File: config.mk
export PLATFORM = sky130hd
export DESIGN_NAME = quadrature_encoder_angle_velocity_unit
export DESIGN_NICKNAME = d
export VERILOG_FILES = /design/src/qeav_pkg.sv /design/src/quadrature_encoder_angle_velocity_unit.sv /design/src/qeav_mul.sv
export SDC_FILE = /design/constraint.sdc
export NUM_CORES = 2
export LEC_CHECK = 0
export ABC_AREA = 1
export BUFFER_PORTS_ARGS = -buffer_cell sky130_fd_sc_hd__buf_2
export CAP_MARGIN = 25
export CORE_ASPECT_RATIO = 1.1
export CORE_MARGIN = 2
export CORE_UTILIZATION = 47
export DETAILED_ROUTE_END_ITERATION = 8
export PLACE_DENSITY_LB_ADDON = 0.2
export SYNTH_ARGS = -nofsm -noshare
export SYNTH_HDL_FRONTEND = slang
export SYNTH_HIERARCHICAL = 1
export SYNTH_SLANG_ARGS = --single-unit
File: constraint.sdc
create_clock -name clock -period 15.55 [get_ports clock]
set_input_delay 1.555 -clock clock [delete_from_list [all_inputs] [get_ports clock]]
set_output_delay 1.555 -clock clock [all_outputs]
set_load 0.03 [all_outputs]
File: src/qeav_pkg.sv
package qeav_pkg;

   // Request kinds carried in the mode field.
   localparam logic MODE_PIN  = 1'b0;
   localparam logic MODE_TICK = 1'b1;

   // Register indexes on the configuration port.
   localparam int unsigned CSR_INDEX_WIDTH = 2;
   localparam int unsigned CSR_DATA_WIDTH  = 32;
   localparam logic [CSR_INDEX_WIDTH-1:0] CSR_FULL_RESOLUTION = 2'd0;
   localparam logic [CSR_INDEX_WIDTH-1:0] CSR_ANGLE_PER_COUNT = 2'd1;
   localparam logic [CSR_INDEX_WIDTH-1:0] CSR_RATE_PER_COUNT  = 2'd2;
   localparam logic [CSR_INDEX_WIDTH-1:0] CSR_FILTER_ALPHA    = 2'd3;

   // Register reset values.
   localparam logic        FULL_RESOLUTION_RESET = 1'b1;
   localparam logic [15:0] ALPHA_RESET           = 16'd45875;

   // Fixed widths of the result fields and of the filter arithmetic.
   localparam int unsigned ANGLE_OUT_WIDTH = 48;
   localparam int unsigned SPEED_WIDTH     = 32;
   localparam int unsigned ALPHA_WIDTH     = 16;
   localparam int unsigned SUM_WIDTH       = 50;
   localparam int unsigned MUL_A_WIDTH     = 32;
   localparam int unsigned MUL_B_WIDTH     = 33;
   localparam int unsigned PROD_WIDTH      = MUL_A_WIDTH + MUL_B_WIDTH;

   localparam logic signed [SPEED_WIDTH-1:0] SPEED_MAX = 32'sh7FFF_FFFF;
   localparam logic signed [SPEED_WIDTH-1:0] SPEED_MIN = 32'sh8000_0000;
   localparam logic [ALPHA_WIDTH:0]          ALPHA_ONE = 17'd65536;
   localparam logic signed [SUM_WIDTH-1:0]   ROUND_HALF = 50'sd32768;

   // Gray code steps between successive pin events.
   localparam logic [1:0] STEP_FORWARD  = 2'd1;
   localparam logic [1:0] STEP_BACKWARD = 2'd3;

   typedef struct packed {
      logic mode;
      logic pin_a;
      logic pin_b;
   } req_type;

   typedef struct packed {
      logic signed [ANGLE_OUT_WIDTH-1:0] angle;
      logic signed [SPEED_WIDTH-1:0]     speed;
   } rsp_type;

endpackage

File: src/quadrature_encoder_angle_velocity_unit.sv
// Quadrature encoder decoder with angle accumulation and a low-pass speed
// estimate. A pin event request (mode 0) is taken only when idle and
// produces no response. A control tick request (mode 1) produces one
// response carrying the wrapped angle and the filtered speed; it occupies
// the block until its response is registered, as one shared 32 x 33 bit
// signed multiplier is used four times in turn (angle step, raw speed,
// previous-speed weight, new-speed weight) and each product is registered
// before it is consumed. The response waits in an output register, so pin
// events keep being accepted while it is unclaimed; a later tick holds in
// its final step until that register is free. Configuration writes are
// always accepted and must only be issued while the block is idle.
module quadrature_encoder_angle_velocity_unit #(
   parameter int COUNT_WIDTH = 16,
   parameter int ANGLE_WIDTH = 48
) (
   input  logic                                      clock,
   input  logic                                      reset,
   input  logic                                      req_valid,
   output logic                                      req_ready,
   input  qeav_pkg::req_type                         req_data,
   output logic                                      rsp_valid,
   input  logic                                      rsp_ready,
   output qeav_pkg::rsp_type                         rsp_data,
   input  logic                                      csr_valid,
   output logic                                      csr_ready,
   input  logic [qeav_pkg::CSR_INDEX_WIDTH-1:0]      csr_index,
   input  logic [qeav_pkg::CSR_DATA_WIDTH-1:0]       csr_data
);
   import qeav_pkg::*;

   typedef enum logic [2:0] {
      ST_IDLE,
      ST_ANGLE,
      ST_RAW,
      ST_PREV,
      ST_NEW,
      ST_FINISH,
      ST_EMIT
   } state_type;

   localparam logic signed [COUNT_WIDTH:0] COUNT_MAX = {2'b00, {(COUNT_WIDTH-1){1'b1}}};
   localparam logic signed [COUNT_WIDTH:0] COUNT_MIN = {2'b11, {(COUNT_WIDTH-1){1'b0}}};

   state_type                       state_ff, state_in;
   logic                            full_resolution_ff, full_resolution_in;
   logic signed [31:0]              angle_per_count_ff, angle_per_count_in;
   logic signed [31:0]              rate_per_count_ff, rate_per_count_in;
   logic [ALPHA_WIDTH-1:0]          filter_alpha_ff, filter_alpha_in;
   logic signed [COUNT_WIDTH-1:0]   pending_count_ff, pending_count_in;
   logic [1:0]                      last_code_ff, last_code_in;
   logic [ANGLE_WIDTH-1:0]          angle_acc_ff, angle_acc_in;
   logic signed [SPEED_WIDTH-1:0]   speed_est_ff, speed_est_in;
   logic signed [SPEED_WIDTH-1:0]   raw_speed_ff, raw_speed_in;
   logic signed [SUM_WIDTH-1:0]     sum_ff, sum_in;
   logic                            rsp_valid_ff, rsp_valid_in;
   rsp_type                         rsp_data_ff, rsp_data_in;

   logic signed [MUL_A_WIDTH-1:0]   mul_a;
   logic signed [MUL_B_WIDTH-1:0]   mul_b;
   logic signed [PROD_WIDTH-1:0]    prod;

   logic                            req_accept;
   logic                            csr_accept;
   logic [1:0]                      pin_code;
   logic [1:0]                      pin_step;
   logic signed [1:0]               count_delta;
   logic signed [COUNT_WIDTH:0]     count_sum;
   logic signed [COUNT_WIDTH-1:0]   count_sat;
   logic signed [SUM_WIDTH-1:0]     filter_sum;
   logic signed [SUM_WIDTH-1:0]     filter_shift;
   logic signed [SPEED_WIDTH-1:0]   filter_sat;
   logic signed [63:0]              angle_ext;

   assign req_ready  = (state_ff == ST_IDLE);
   assign req_accept = req_valid && req_ready;
   assign csr_ready  = 1'b1;
   assign csr_accept = csr_valid && csr_ready;

   // Pin decoding: binary code of the Gray levels, step from the last code.
   assign pin_code = {req_data.pin_a, req_data.pin_a ^ req_data.pin_b};
   assign pin_step = pin_code - last_code_ff;

   always_comb begin
      if (full_resolution_ff) begin
         case (pin_step)
            STEP_FORWARD:  count_delta = 2'sb01;
            STEP_BACKWARD: count_delta = 2'sb11;
            default:       count_delta = 2'sb00;
         endcase
      end else begin
         count_delta = req_data.pin_b ? 2'sb01 : 2'sb11;
      end
   end

   // Saturating update of the pending count.
   assign count_sum = (COUNT_WIDTH+1)'(pending_count_ff) + (COUNT_WIDTH+1)'(count_delta);

   always_comb begin
      if (count_sum > COUNT_MAX) begin
         count_sat = COUNT_MAX[COUNT_WIDTH-1:0];
      end else if (count_sum < COUNT_MIN) begin
         count_sat = COUNT_MIN[COUNT_WIDTH-1:0];
      end else begin
         count_sat = count_sum[COUNT_WIDTH-1:0];
      end
   end

   // Operand selection for the shared multiplier.
   always_comb begin
      case (state_ff)
         ST_ANGLE: begin
            mul_a = angle_per_count_ff;
            mul_b = MUL_B_WIDTH'(pending_count_ff);
         end
         ST_RAW: begin
            mul_a = rate_per_count_ff;
            mul_b = MUL_B_WIDTH'(pending_count_ff);
         end
         ST_PREV: begin
            mul_a = speed_est_ff;
            mul_b = $signed({{(MUL_B_WIDTH-ALPHA_WIDTH){1'b0}}, filter_alpha_ff});
         end
         ST_NEW: begin
            mul_a = raw_speed_ff;
            mul_b = $signed({{(MUL_B_WIDTH-ALPHA_WIDTH-1){1'b0}},
                             ALPHA_ONE - {1'b0, filter_alpha_ff}});
         end
         default: begin
            mul_a = '0;
            mul_b = '0;
         end
      endcase
   end

   qeav_mul u_mul (
      .clock (clock),
      .op_a  (mul_a),
      .op_b  (mul_b),
      .prod  (prod)
   );

   // Filter: weighted sum, round half up, floor shift and saturate.
   assign filter_sum   = sum_ff + $signed(prod[SUM_WIDTH-1:0]) + ROUND_HALF;
   assign filter_shift = filter_sum >>> ALPHA_WIDTH;

   always_comb begin
      if (filter_shift > SUM_WIDTH'(SPEED_MAX)) begin
         filter_sat = SPEED_MAX;
      end else if (filter_shift < SUM_WIDTH'(SPEED_MIN)) begin
         filter_sat = SPEED_MIN;
      end else begin
         filter_sat = filter_shift[SPEED_WIDTH-1:0];
      end
   end

   assign angle_ext = 64'(signed'(angle_acc_ff));

   // Sequencer and next values of all registers.
   always_comb begin
      state_in           = state_ff;
      full_resolution_in = full_resolution_ff;
      angle_per_count_in = angle_per_count_ff;
      rate_per_count_in  = rate_per_count_ff;
      filter_alpha_in    = filter_alpha_ff;
      pending_count_in   = pending_count_ff;
      last_code_in       = last_code_ff;
      angle_acc_in       = angle_acc_ff;
      speed_est_in       = speed_est_ff;
      raw_speed_in       = raw_speed_ff;
      sum_in             = sum_ff;
      rsp_valid_in       = rsp_valid_ff && !rsp_ready;
      rsp_data_in        = rsp_data_ff;

      if (csr_accept) begin
         case (csr_index)
            CSR_FULL_RESOLUTION: full_resolution_in = csr_data[0];
            CSR_ANGLE_PER_COUNT: angle_per_count_in = csr_data;
            CSR_RATE_PER_COUNT:  rate_per_count_in  = csr_data;
            CSR_FILTER_ALPHA:    filter_alpha_in    = csr_data[ALPHA_WIDTH-1:0];
            default:             ;
         endcase
      end

      case (state_ff)
         ST_IDLE: begin
            if (req_accept) begin
               if (req_data.mode == MODE_TICK) begin
                  state_in = ST_ANGLE;
               end else begin
                  pending_count_in = count_sat;
                  if (full_resolution_ff) begin
                     last_code_in = pin_code;
                  end
               end
            end
         end
         ST_ANGLE: begin
            state_in = ST_RAW;
         end
         ST_RAW: begin
            // Angle step product is ready.
            angle_acc_in = angle_acc_ff + prod[ANGLE_WIDTH-1:0];
            state_in     = ST_PREV;
         end
         ST_PREV: begin
            // Raw speed product is ready; clamp it to 32 bits.
            if (prod > PROD_WIDTH'(SPEED_MAX)) begin
               raw_speed_in = SPEED_MAX;
            end else if (prod < PROD_WIDTH'(SPEED_MIN)) begin
               raw_speed_in = SPEED_MIN;
            end else begin
               raw_speed_in = prod[SPEED_WIDTH-1:0];
            end
            state_in = ST_NEW;
         end
         ST_NEW: begin
            sum_in   = prod[SUM_WIDTH-1:0];
            state_in = ST_FINISH;
         end
         ST_FINISH: begin
            speed_est_in     = filter_sat;
            pending_count_in = '0;
            state_in         = ST_EMIT;
         end
         ST_EMIT: begin
            if (!rsp_valid_ff || rsp_ready) begin
               rsp_valid_in       = 1'b1;
               rsp_data_in.angle  = angle_ext[ANGLE_OUT_WIDTH-1:0];
               rsp_data_in.speed  = speed_est_ff;
               state_in           = ST_IDLE;
            end
         end
         default: begin
            state_in = ST_IDLE;
         end
      endcase
   end

   always_ff @(posedge clock) begin
      if (reset) begin
         state_ff           <= ST_IDLE;
         full_resolution_ff <= FULL_RESOLUTION_RESET;
         angle_per_count_ff <= '0;
         rate_per_count_ff  <= '0;
         filter_alpha_ff    <= ALPHA_RESET;
         pending_count_ff   <= '0;
         last_code_ff       <= '0;
         angle_acc_ff       <= '0;
         speed_est_ff       <= '0;
         rsp_valid_ff       <= 1'b0;
      end else begin
         state_ff           <= state_in;
         full_resolution_ff <= full_resolution_in;
         angle_per_count_ff <= angle_per_count_in;
         rate_per_count_ff  <= rate_per_count_in;
         filter_alpha_ff    <= filter_alpha_in;
         pending_count_ff   <= pending_count_in;
         last_code_ff       <= last_code_in;
         angle_acc_ff       <= angle_acc_in;
         speed_est_ff       <= speed_est_in;
         rsp_valid_ff       <= rsp_valid_in;
      end
      raw_speed_ff <= raw_speed_in;
      sum_ff       <= sum_in;
      rsp_data_ff  <= rsp_data_in;
   end

   assign rsp_valid = rsp_valid_ff;
   assign rsp_data  = rsp_data_ff;

   // A tick request starts the multiply sequence on the next cycle.
   assert property (@(posedge clock) disable iff (reset)
      req_accept && (req_data.mode == MODE_TICK) |=> state_ff == ST_ANGLE)
      else $error("tick request did not start the multiply sequence");

   // A pin event never disturbs the angle or the speed estimate.
   assert property (@(posedge clock) disable iff (reset)
      req_accept && (req_data.mode == MODE_PIN) |=>
         $stable(angle_acc_ff) && $stable(speed_est_ff))
      else $error("pin event changed angle or speed");

   // Single mode pin events leave the last pin code alone.
   assert property (@(posedge clock) disable iff (reset)
      req_accept && (req_data.mode == MODE_PIN) && !full_resolution_ff |=>
         $stable(last_code_ff))
      else $error("single mode pin event moved the last code");

   // The pending count is cleared before a response is issued.
   assert property (@(posedge clock) disable iff (reset)
      (state_ff == ST_EMIT) |-> (pending_count_ff == '0))
      else $error("pending count not cleared at response time");

endmodule

File: src/qeav_mul.sv
module qeav_mul (
   input  logic                                clock,
   input  logic signed [qeav_pkg::MUL_A_WIDTH-1:0] op_a,
   input  logic signed [qeav_pkg::MUL_B_WIDTH-1:0] op_b,
   output logic signed [qeav_pkg::PROD_WIDTH-1:0]  prod
);
   import qeav_pkg::*;

   logic signed [PROD_WIDTH-1:0] prod_ff;
   logic signed [PROD_WIDTH-1:0] prod_in;

   // Full signed product, registered before any use.
   assign prod_in = PROD_WIDTH'(op_a) * PROD_WIDTH'(op_b);

   always_ff @(posedge clock) begin
      prod_ff <= prod_in;
   end

   assign prod = prod_ff;

endmodule
==> flow_metrics.py <==
metrics = {
    "status": {
        "status": "finished clean",
    },
    "routing": {
        "wl_per_cell_um": 19.3,
        "drt-pass1-iter-count": 7,
        "postRouteAntennaNets": 0,
        "drc_errors": 0,
        "drtIter0Drc": 3611,
        "vias": 51100,
        "avgViaCountPerCell": 5.12,
        "routed_wl_mm": 193,
    },
    "synth": {
        "yosys.area_share.simple_pct": 19.2,
        "synth_edf_count": 162,
        "synth_fa_ha_area_share_pct": 42.1,
        "ys_types": 58,
        "synth_top_family_by_area": "adder cells",
        "synth_area_leaders": "fa_1 (35%), inv_1 (13%), nand2_1 (13%), dfxtp_1 (7.8%), edfxtp_1 (7.7%)",
        "synth_top_area_share_pct": 35.2,
        "synth_nets": 9709,
        "synthArstFlopShare_pct": 0,
        "yosysSeqAreaShare_pct": 15.5,
        "ys_ff_latch": 410,
        "syn_avg_cell_area_um2": 7.71,
        "yosysTopAreaCell": "fa_1",
        "yosys-top-cells-count": "inv_1 (2,194), nand2_1 (2,155), fa_1 (1,114)",
        "synthCells": 8207,
        "synth-compound-area-share_pct": 6.86,
        "synth_xor_area_share_pct": 1.31,
        "yosysWarningCount": 6,
        "muxShareOfSynthArea_pct": 0,
        "yosys.cell_count.top_type": "inv_1",
        "synth_area_um2": 63300,
        "ys.flop_type": "dfxtp_1",
    },
    "min_path": {
        "min_path_type": "flip-flop to flip-flop",
    },
    "grt": {
        "grtUsageTotal_pct": 28.5,
        "grt_start_max_net_pins": 129,
        "grt_pass1_vias": 52600,
        "gr-total-overflow": 0,
        "antenna_found_initial": 4,
        "grt_first_pass_wirelength_mm": 304,
    },
    "placement": {
        "dpl.cell_count": 9895,
        "port_buffers": 123,
        "place.gp.congestion": 0.957,
        "hpwlAfterDp_mm": 154,
    },
    "power_and_ir_drop": {
        "p_leak_uw": 0.0384,
        "p_per_area_nw_per_um2": 51.5,
        "peakVddDrop_mv": 0.0859,
    },
    "floorplan": {
        "row_count": 141,
        "die_h_um": 389,
        "io_pins": 125,
        "die_area_um2": 138000,
        "core_um2": 134000,
        "fp.dieW_um": 354,
        "start_util_pct": 47.2,
    },
    "cts": {
        "cts_resized": 0,
        "numClockSinks": 410,
        "cts_root_buf": "clkbuf_16",
        "cts_setup_buffers": 0,
        "hold_buffers": 0,
        "cts_tree": "done",
        "cts_buffers": 46,
        "clockBufferDepth": 3,
        "cts.htree.levels": 2,
        "clkLatencyLatePin_ps": 640,
        "clkSlewWorstSetupHoldPaths_ps": 70,
    },
    "setup_path": {
        "worstSetupPathType": "flip-flop to flip-flop",
        "critPathMaxFanout": 128,
        "critPathSlowestCell": "buf_4",
        "crit_required_ps": 16090,
        "reg2reg_slack_ps": 4740,
        "end_kind": "flip-flop",
        "worstPathArrival_ps": 11350,
        "slowest_delay_ps": 750,
        "start_kind": "flip-flop",
    },
    "sta": {
        "finalMaxSlewViolations": 0,
        "rsz0062_at_grt": "false",
        "clock_skew_ps": 43.2,
        "max-slew-margin-rel_pct": 28.1,
        "fmax_mhz": 92.5,
        "period_needed_ps": 10810,
        "setup-tns-final_ps": 0,
        "setup_violations": 0,
        "worst_pin_slew_ps": 1080,
        "fin_crit_sh_pct": 69.5,
        "final_hold_viol_count": 0,
        "fin_hold_ws_ps": 472,
    },
    "layout": {
        "final_core_util_pct": 50.6,
        "nets": 9659,
        "drive_gt1_share_pct": 6.15,
        "final_cells": 9982,
        "diodes": 0,
        "area_growth_pct": 7.19,
    },
    "flow_run": {
        "drv_cap": 0,
    },
}
-- final cells by class --
| cell class | instances | area, um^2 |
|---|---|---|
| Clock buffer | 54 | 1220 |
| Clock inverter | 32 | 452 |
| Fill cell | 13300 | 66200 |
| Inverter | 2206 | 8290 |
| Multi-Input combinational cell | 5287 | 44600 |
| Sequential cell | 410 | 9830 |
| Tap cell | 1787 | 2240 |
| Timing Repair Buffer | 206 | 1250 |
-- metal layers --
metal  GRT usage (%)  vias up  share of wire, %
met2            49.6     1440                49
met3            2.40      283               5.0
met5               0        -            0.0042
met4            8.13        2               3.3
li1                -    24000                 -
met1            38.0    25400                43
-- flip-flops by register name, indices dropped and copies added (netlist names) --
register / cells
angle_acc_ff: 48
angle_per_count_ff: 32
filter_alpha_ff: 16
full_resolution_ff: 1
last_code_ff: 2
pending_count_ff: 16
rate_per_count_ff: 32
raw_speed_ff: 32
rsp_data: 80
rsp_valid: 1
speed_est_ff: 32
state_ff: 3
sum_ff: 50
u_mul/prod: 65
-- critical path, delay by kind of cell, from the launching register on --
| family | cells | cell delay [ps] |
|---|---|---|
| simple gates | 8 | 1310 |
| compound gates | 4 | 830 |
| fa+ha+maj | 9 | 4450 |
| buf+inv | 13 | 3660 |
| flops | 1 | 330 |
-- through the flow --
step                power [uW]  worst slack [ps]  cell area [um^2]
floorplan                 1920              5680             63300
global placement          2290              4950             66200
detailed placement        2290              4740             66200
CTS                       3510              4760             67800
global route              3660              3880             67900
finish                    3500              4740             67900
-- layout by cell type, fill, tap and decap left out, types with 5 or more instances in the layout --
cell type  Yosys  final
a21boi_0       7      7
a21o_1        14     14
a21oi_1      272    272
a21oi_2       32     32
a22oi_1        6      6
a31oi_1        8      8
buf_2          1    123
buf_4          3     82
bufinv_16      0      7
clkbuf_16      0     46
clkinv_2       0      5
dfxtp_1      248    248
edfxtp_1     162    162
fa_1        1114   1114
ha_1         346    346
inv_1       2194   2193
inv_2         11     11
nand2_1     2155   2154
nand2_2       62     63
nand3_1      179    177
nand3_2        8      9
nand3b_1       9      9
nand4_1       61     61
nor2_1       405    403
nor2_2        22     23
nor2_4         4      5
nor3_1        31     29
nor3_2         9     11
nor4_1        14     13
o2111ai_4      0     29
o211ai_1      16     16
o21a_1        23     23
o21ai_0      255    248
o21ai_1        8      9
o21ai_2        1      7
o21bai_1      59     58
or2_2          9      9
xnor2_1       15     15
xor2_1        80     80
-- kinds of logic after synthesis --
family,count (synthesis)
XOR/XNOR,95
buffers and inverters,2510
AND/OR/NAND/NOR,2986
AO/OA/AOI/OAI,745
flip-flops,410
adder cells (fa/ha/maj),1460
other,1
-- where the power goes --
group,internal [uW],switching (uW),leakage [uW]
combinational,293,706,0.0341
clock,695,522,0.000801
sequential,1200,78.0,0.00350
-- worst paths after layout --
kind	from	endpoint	cells after the start
setup / recovery	state_ff[1]	u_mul/prod[61]	34
hold / removal	angle_per_count_ff[31]	angle_per_count_ff[31]	2
setup reg to reg	state_ff[1]	u_mul/prod[61]	34
hold reg to reg	angle_per_count_ff[31]	angle_per_count_ff[31]	2
(Power assumes the default switching activity.)
